<file path="config.mk">
export PLATFORM = sky130hd
export DESIGN_NAME = miwf_ctrl
export DESIGN_NICKNAME = d
export VERILOG_FILES = /design/src/sv/miwf_pkg.sv /design/src/sv/miwf_ctrl.sv
export SDC_FILE = /design/constraint.sdc
export NUM_CORES = 1
export LEC_CHECK = 0
export BUFFER_PORTS_ARGS = -buffer_cell sky130_fd_sc_hd__buf_2
export CORE_MARGIN = 8
export CORE_UTILIZATION = 43
export CTS_CLUSTER_DIAMETER = 200
export CTS_CLUSTER_SIZE = 24
export DETAILED_ROUTE_END_ITERATION = 16
export PLACE_DENSITY = 0.73
export SETUP_SLACK_MARGIN = 0.5
export SLEW_MARGIN = 0
export SYNTH_ARGS = -nofsm -noshare
export SYNTH_HDL_FRONTEND = slang
export SYNTH_SLANG_ARGS = --single-unit
export TNS_END_PERCENT = 20
</file>
<file path="constraint.sdc">
create_clock -name i_clk -period 1.3 [get_ports i_clk]
set_clock_uncertainty 0.05 [all_clocks]
set_input_delay 0.26 -clock i_clk [delete_from_list [all_inputs] [get_ports i_clk]]
set_output_delay 0.26 -clock i_clk [all_outputs]
set_load 0.05 [all_outputs]
</file>
<file path="src/sv/miwf_pkg.sv">
// Package for the mesh interior wire filter.
// Holds widths, function and kind codes, FSM states and the control structs.
// Used by the interfaces, the controller, the datapath and the top level.
package miwf_pkg;

    localparam int unsigned VTX_W            = 16;
    localparam int unsigned MAX_VERTICES_DEF = 65536;
    localparam int unsigned N_SLOTS          = 5;

    localparam logic [1:0] FUNC_LOAD = 2'd0;
    localparam logic [1:0] FUNC_TRI  = 2'd1;
    localparam logic [1:0] FUNC_QUAD = 2'd2;
    localparam logic [1:0] KIND_LINE = 2'd0;

    localparam logic [2:0] SLOT_FACE = 3'd4;

    typedef enum logic [2:0] {
        S_IDLE,
        S_LOAD,
        S_READ,
        S_FLUSH,
        S_PREP,
        S_EMIT
    } t_state;

    typedef struct packed {
        logic       capture;
        logic       wr_en;
        logic       rd_en;
        logic [1:0] rd_sel;
        logic       emit_en;
        logic [2:0] emit_sel;
        logic       emit_last;
    } t_cmd;

    typedef struct packed {
        logic [1:0]         func;
        logic               present;
        logic [N_SLOTS-1:0] mask;
        logic               out_free;
    } t_status;

endpackage

</file>
<file path="src/sv/miwf_ctrl.sv">
// Controller of the mesh interior wire filter: sequences flag loads, flag
// reads and result emission. Depends on miwf_pkg; drives miwf_datapath.
module miwf_ctrl (
    input  logic              i_clk,
    input  logic              i_rst_n,
    input  logic              i_req_valid,
    input  logic [1:0]        i_func,
    output logic              o_req_ready,
    input  miwf_pkg::t_status i_stat,
    output miwf_pkg::t_cmd    o_cmd
);

    miwf_pkg::t_state             r_state, n_state;
    logic [1:0]                   r_cnt, n_cnt;
    logic [miwf_pkg::N_SLOTS-1:0] r_pend, n_pend;

    logic [2:0]                   low_sel;
    logic [miwf_pkg::N_SLOTS-1:0] low_bit;
    logic [1:0]                   last_cnt;

    always_comb begin
        low_sel = miwf_pkg::SLOT_FACE;
        for (int i = miwf_pkg::N_SLOTS - 1; i >= 0; i--) begin
            if (r_pend[i]) begin
                low_sel = 3'(i);
            end
        end
        low_bit = miwf_pkg::N_SLOTS'(1) << low_sel;
    end

    assign last_cnt = (i_stat.func == miwf_pkg::FUNC_QUAD) ? 2'd3 : 2'd2;

    always_ff @(posedge i_clk) begin
        if (!i_rst_n) begin
            r_state <= miwf_pkg::S_IDLE;
            r_cnt   <= '0;
            r_pend  <= '0;
        end else begin
            r_state <= n_state;
            r_cnt   <= n_cnt;
            r_pend  <= n_pend;
        end
    end

    always_comb begin
        n_state     = r_state;
        n_cnt       = r_cnt;
        n_pend      = r_pend;
        o_req_ready = 1'b0;
        o_cmd       = '0;
        case (r_state)
            miwf_pkg::S_IDLE: begin
                o_req_ready   = 1'b1;
                o_cmd.capture = i_req_valid;
                n_cnt         = '0;
                if (i_req_valid) begin
                    case (i_func)
                        miwf_pkg::FUNC_LOAD: n_state = miwf_pkg::S_LOAD;
                        miwf_pkg::FUNC_TRI,
                        miwf_pkg::FUNC_QUAD: n_state = miwf_pkg::S_READ;
                        default:             n_state = miwf_pkg::S_IDLE;
                    endcase
                end
            end
            miwf_pkg::S_LOAD: begin
                o_cmd.wr_en = 1'b1;
                n_state     = miwf_pkg::S_IDLE;
            end
            miwf_pkg::S_READ: begin
                if (!i_stat.present) begin
                    n_state = miwf_pkg::S_PREP;
                end else begin
                    o_cmd.rd_en  = 1'b1;
                    o_cmd.rd_sel = r_cnt;
                    n_cnt        = r_cnt + 2'd1;
                    if (r_cnt == last_cnt) begin
                        n_state = miwf_pkg::S_FLUSH;
                    end
                end
            end
            miwf_pkg::S_FLUSH: begin
                n_state = miwf_pkg::S_PREP;
            end
            miwf_pkg::S_PREP: begin
                n_pend  = i_stat.mask;
                n_state = miwf_pkg::S_EMIT;
            end
            miwf_pkg::S_EMIT: begin
                if (i_stat.out_free) begin
                    o_cmd.emit_en   = 1'b1;
                    o_cmd.emit_sel  = low_sel;
                    o_cmd.emit_last = (r_pend & ~low_bit) == '0;
                    n_pend          = r_pend & ~low_bit;
                    if ((r_pend & ~low_bit) == '0) begin
                        n_state = miwf_pkg::S_IDLE;
                    end
                end
            end
            default: begin
                n_state = miwf_pkg::S_IDLE;
            end
        endcase
    end

endmodule

</file>
==> results of run 1 <==
## state kept, by name (all words and copies together), names as in the netlist
name and flops:
r_pend 5, r_cnt 2, r_state 3
## power by group through the flow
stage	registers (mW)	logic, mW	clock network, mW
detailed placement	0.339	0.315	0
CTS	0.334	0.359	0.289
finish	0.337	0.392	0.290
global placement	0.338	0.310	0
global route	0.339	0.414	0.304
floorplan	0.337	0.207	0
## cells by family after synthesis
kind of cell	after synthesis	share of synthesized area
AOI/OAI and AO/OA	27	0.268
xor gates and xnor gates	2	0.0242
adders and majority gates	2	0.0328
buffers and inverters	10	0.0915
DFF	10	0.276
and+or+nand+nor	38	0.307
## layout by cell type (no fill, tap or decap), types with 2 or more instances in the layout
master    count
dfxtp_4       2
nor3_2        2
dfxtp_2       3
a22oi_1       2
nor2_2        2
buf_8         2
o21ai_1       3
xnor2_1       2
nor2b_1       3
inv_1         4
a21boi_1      5
o21ai_0       5
clkbuf_4      3
and3_1        3
buf_6        15
nand2b_1      2
buf_4        23
nand2b_4      3
nor4_4        2
and2_4        2
nand2_1       4
buf_2        13
a21oi_1       4
dfxtp_1       5
nor3_4        3
## worst min-delay path by stage
stage / start / endpoint / slack (ps) / cells past startpoint
5_1_grt: i_stat[2] / r_pend[1] / 170 / 3
3_3_place_gp: r_cnt[1] / r_cnt[1] / 430 / 2
6_report: i_stat[5] / r_pend[4] / 180 / 3
2_1_floorplan: i_rst_n / r_pend[0] / 340 / 1
3_5_place_dp: r_cnt[1] / r_cnt[1] / 450 / 2
4_1_cts: i_stat[2] / r_pend[1] / 180 / 3
## what timing repair did
action	in CTS	in global routing
pin swaps	6	5
resized for setup	43	12
setup buffers	0	3
gates cloned	0	0
setup endpoints to repair	21	21
## metrics by stage
step | cell area, sq um | worst slack [ps] | instances | hold WS (ps) | util
CTS | 1260 | -560 | 156 | 178 | 0.766
global route | 1340 | -611 | 159 | 173 | 0.811
global placement | 1100 | -324 | 152 | 434 | 0.664
detailed placement | 1100 | -386 | 152 | 453 | 0.664
finish | 1340 | -545 | 159 | 181 | 0.811
floorplan | 807 | -426 | 89 | 338 | -
## layer usage
metal / wire length [um] / up-vias / global-route usage / part of all wire
met4: 48 / 0 / 0.0503 / 0.019
li1: - / 432 / - / -
met2: 1340 / 29 / 0.237 / 0.52
met3: 117 / 7 / 0.0399 / 0.045
met1: 1080 / 429 / 0.171 / 0.42
met5: 0 / - / 0 / 0
## cell type report
cell class,instances,area (sq um)
multi-input cells,69,609
repair buffers,53,437
fillers,91,312
flip-flops and latches,10,211
clock buffers,4,36.3
inverters,6,25.0
well taps,17,21.3
## critical path: stages, from the launching register on
cell and delay (ps):
dfxtp_2 340, maj3_2 320, o31ai_4 200, nand2_2 100
nor3_4 130, buf_6 180
==> impl_results.md, run 1 <==
* Clk_lat worst skew at 270 ps
* Number of remaining DRC errors at 0
* Post-synth top area cell: dfxtp_1
* Vias at 897
* Max-cap violations at 0
* CTS tree: done
* Longest Clk Path Bufs at 2
* Placer Congestion at 0.862
* Die width at 57.0 um
* IO Count at 25
* Total power at 1.02 mW
* Row count at 15
* Setup CP Type: register to output port
* Final-stage net count at 158
* Sequential area share after synthesis at 0.276
* GRT Util Overall at 0.143
* Core area at 1650 sq um
* Post-synth top cells: dfxtp_1 (10), inv_1 (6), nor3_1 (6), o21ai_0 (6)
* Worst setup path start: r_pend[1]
* ANT cells at 0
* Layout area overhead at 85.0%
* Crit path launch type: register
* Routed wire length per instance at 16.2 um
* Finish-stage setup viols at 17
* Worst Max-Slew Pin Slew at 290 ps
* Yosys reg bits at 10
* Combinational share of power at 0.385
* Die Height at 57.0 um
* Tcrit/Tclk final at 1.42
* Ranking of synthesized cells by area: dfxtp_1 (28%), a21boi_1 (5.2%), nor3_1 (4.1%)
* Critical Path Fanout Max at 4
* FF-to-FF path depth at 7
* DIE AREA at 3250 sq um
* Slew margin rel. at 0.807
* H-tree levels at 1
* Hold_buf cts at 0
* PortBufs at 24
* Pint at 679 uW
* Post-synth top area share at 0.276
* Leakage at 0.587 nW
* Mean Syn Cell Area at 8.14 sq um
* F_max at 542 MHz
* Initial antenna violation count at 0
* Failing checks: setup timing
* Number of global-route vias before repair at 851
* RSZ-0062 raised after global routing: yes
* Final Hold Fails at 0
* Worst-path clk slew at 60 ps
* Flop2flop setup slack at -160 ps
* Max VDD drop at 0.592 mV
* Count leader, synth: dfxtp_1
* Largest net degree at the start of global routing at 10
* Final ANT Viol Nets at 0
* Netlist cell types at 34
* Worst EP required at 990 ps
* Synth warn at 0
* Reg-to-reg critical path endpoint: r_pend[2]
* DRT Wirelength at 2580 um
* Overflow after GRT at 0
* First-pass DRT Iterations at 4
* Clock share of power at 0.284
* Synthesized cell area at 724 sq um
* Crit path capture type: output port
* Initial cell density of the core at 0.439
* Minimum clock period at 1850 ps
* CTS Buf Count at 3
* Fin worst setup slack at -545 ps
* Crit path to: o_cmd[0]
* DP HPWL at 1720 um
* Clk sinks at 10
* P per Cell Area at 760 nW/um^2
* Root Driver: clkbuf_4
* Syn Inst Count at 89
* Post-synth top flop: dfxtp_1
* Via-per-instance ratio at 5.64
* Layout cell share with drive strength beyond 1 at 0.613
* Global-route wire length before repair at 3800 um
* WP data arrival at 1540 ps
* Switching power at 340 uW
* Max Slew Vio Count at 0
* Starting DRT DRC Count at 28
* Status: finished, violations left
* Sw frac at 0.334
* Hold Crit Class: input pin to register
* Sequential power share at 0.331
* Post-synth EDFFs at 0
* Syn_nets at 104
* Fraction of registers with async set/reset at 0
* Final TNS setup at -4250 ps
* FF-to-FF Start: r_pend[1]
Power figures use the tool's default switching activity.
==> run 2: changes to the inputs <==
- HOLD_SLACK_MARGIN: not set -> 0.03
- REMOVE_ABC_BUFFERS: not set -> 1
==> run 2 against run 1 <==
The run still ends with setup timing left. Sequential power is essentially flat. Total power fell by 12%. Worst setup slack better by 1.7 ps. Critical endpoint unchanged. Highest routed layer unchanged.
==> impl_results.md, run 2 (same netlist as run 1, synthesis figures left out) <==
* Status: finished, violations left
* Failing checks: setup timing
* Placer Congestion at 0.875
* Leakage at 0.526 nW
* Finish-stage setup viols at 17
* Final ANT Viol Nets at 0
* Most common cell after layout, fill and taps aside: buf_4
* Starting DRT DRC Count at 21
* Clk_lat worst skew at 250 ps
* Final Hold Slack at 200 ps
* Pint at 595 uW
* Clk sinks at 10
* CTS Buf Count at 3
* Flip-flop and latch area at 218 sq um
* Layout area overhead at 71.8%
* Commonest non-fill, non-tap cells in the layout: buf_4 (26), buf_2 (13), buf_6 (10)
* IO Count at 25
* Final Hold Fails at 0
* Sw frac at 0.338
* Total power at 899 uW
* PortBufs at 24
* Max Slew Vio Count at 0
* Combinational share of power at 0.402
* DIE AREA at 3250 sq um
* RSZ-0062 raised after global routing: yes
* Tcrit/Tclk final at 1.42
* Die Height at 57.0 um
* Die width at 57.0 um
* Fin worst setup slack at -544 ps
* Initial antenna violation count at 0
* P per Cell Area at 723 nW/um^2
* DRT Wirelength at 2590 um
* F_max at 542 MHz
* Top flop regs: r_pend x5, r_state x3, r_cnt x2
* Largest net degree at the start of global routing at 11
* Global-route wire length before repair at 3880 um
* Overflow after GRT at 0
* Core area at 1650 sq um
* Switching power at 304 uW
* Sequential power share at 0.378
* Multi-input combinational cell area at 569 sq um
* DP HPWL at 1700 um
* CTS tree: done
* Setup CP Type: register to output port
* Slew margin rel. at 0.844
* Most flop-heavy register: r_pend
* Hold Crit Class: input pin to register
* Number of remaining DRC errors at 0
* Via-per-instance ratio at 5.75
* Final core utilization at 0.754
* Initial cell density of the core at 0.439
* Routed wire length per instance at 16.7 um
* Max reg flops at 5
* Worst EP required at 990 ps
* WP data arrival at 1530 ps
* Max VDD drop at 0.447 mV
* Final TNS setup at -3780 ps
* Max-cap violations at 0
* Critical Path Fanout Max at 2
* Worst-path clk slew at 60 ps
* Final-stage net count at 155
* Worst Max-Slew Pin Slew at 233 ps
* Crit path launch type: register
* Vias at 891
* H-tree levels at 1
* Crit path capture type: output port
* Number of global-route vias before repair at 925
* Minimum clock period at 1840 ps
* ANT cells at 0
* Fillers at 126
* Layout cell share with drive strength beyond 1 at 0.601
* Root Driver: clkbuf_4
* GRT Util Overall at 0.141
* Longest Clk Path Bufs at 2
* Row count at 15
* Clock share of power at 0.219
* First-pass DRT Iterations at 4
run 2: cell type report:
cell class | instances | share of cell area
Sequential cell | 10 | 0.175
Inverter | 6 | 0.0211
Multi-Input combinational cell | 69 | 0.457
Tap cell | 17 | 0.0171
Clock buffer | 3 | 0.0181
Timing Repair Buffer | 50 | 0.312
run 2: power groups by stage:
stage | Clock [mW] | Combinational, mW | Sequential [mW]
2_1_floorplan | 0 | 0.139 | 0.351
3_3_place_gp | 0 | 0.268 | 0.343
3_5_place_dp | 0 | 0.272 | 0.343
4_1_cts | 0.204 | 0.311 | 0.341
5_1_grt | 0.215 | 0.381 | 0.342
6_report | 0.197 | 0.362 | 0.340
run 2: stage by stage:
step	area, sq um	cells	worst slack [ps]
finish	1240	155	-544
global route	1240	155	-598
CTS	1160	152	-534
detailed placement	987	148	-349
global placement	987	148	-311
floorplan	681	85	-1360
run 2: repair_timing:
action,in CTS,in global routing
gates resized for setup,40,17
hold buffers,0,0
setup endpoints to repair,21,21
setup buffers,1,3
pin swaps,9,6
run 2: path summary, 6_finish.rpt:
kind | startpoint | end | slack, ps | cells past startpoint
max reg2reg | r_pend[0] | r_state[0] | -100 | 5
min reg2reg | r_pend[4] | r_pend[4] | 480 | 2
min | i_stat[2] | r_pend[1] | 200 | 3
max | r_pend[0] | o_cmd[0] | -540 | 5
run 2: routing by layer:
metal  wire [um]  vias to the layer above  GRT usage
met5           0                        -          0
met4          10                        0     0.0436
met3         144                        2     0.0377
met2        1430                       32      0.264
met1        1000                      431      0.147
li1            -                      426          -
run 2: critical path, cell delays in order (launching register included):
cell,delay (ps)
dfxtp_2,320
a2111o_1,450
o31ai_4,80
nand2_1,100
nor3_2,140
buf_6,180
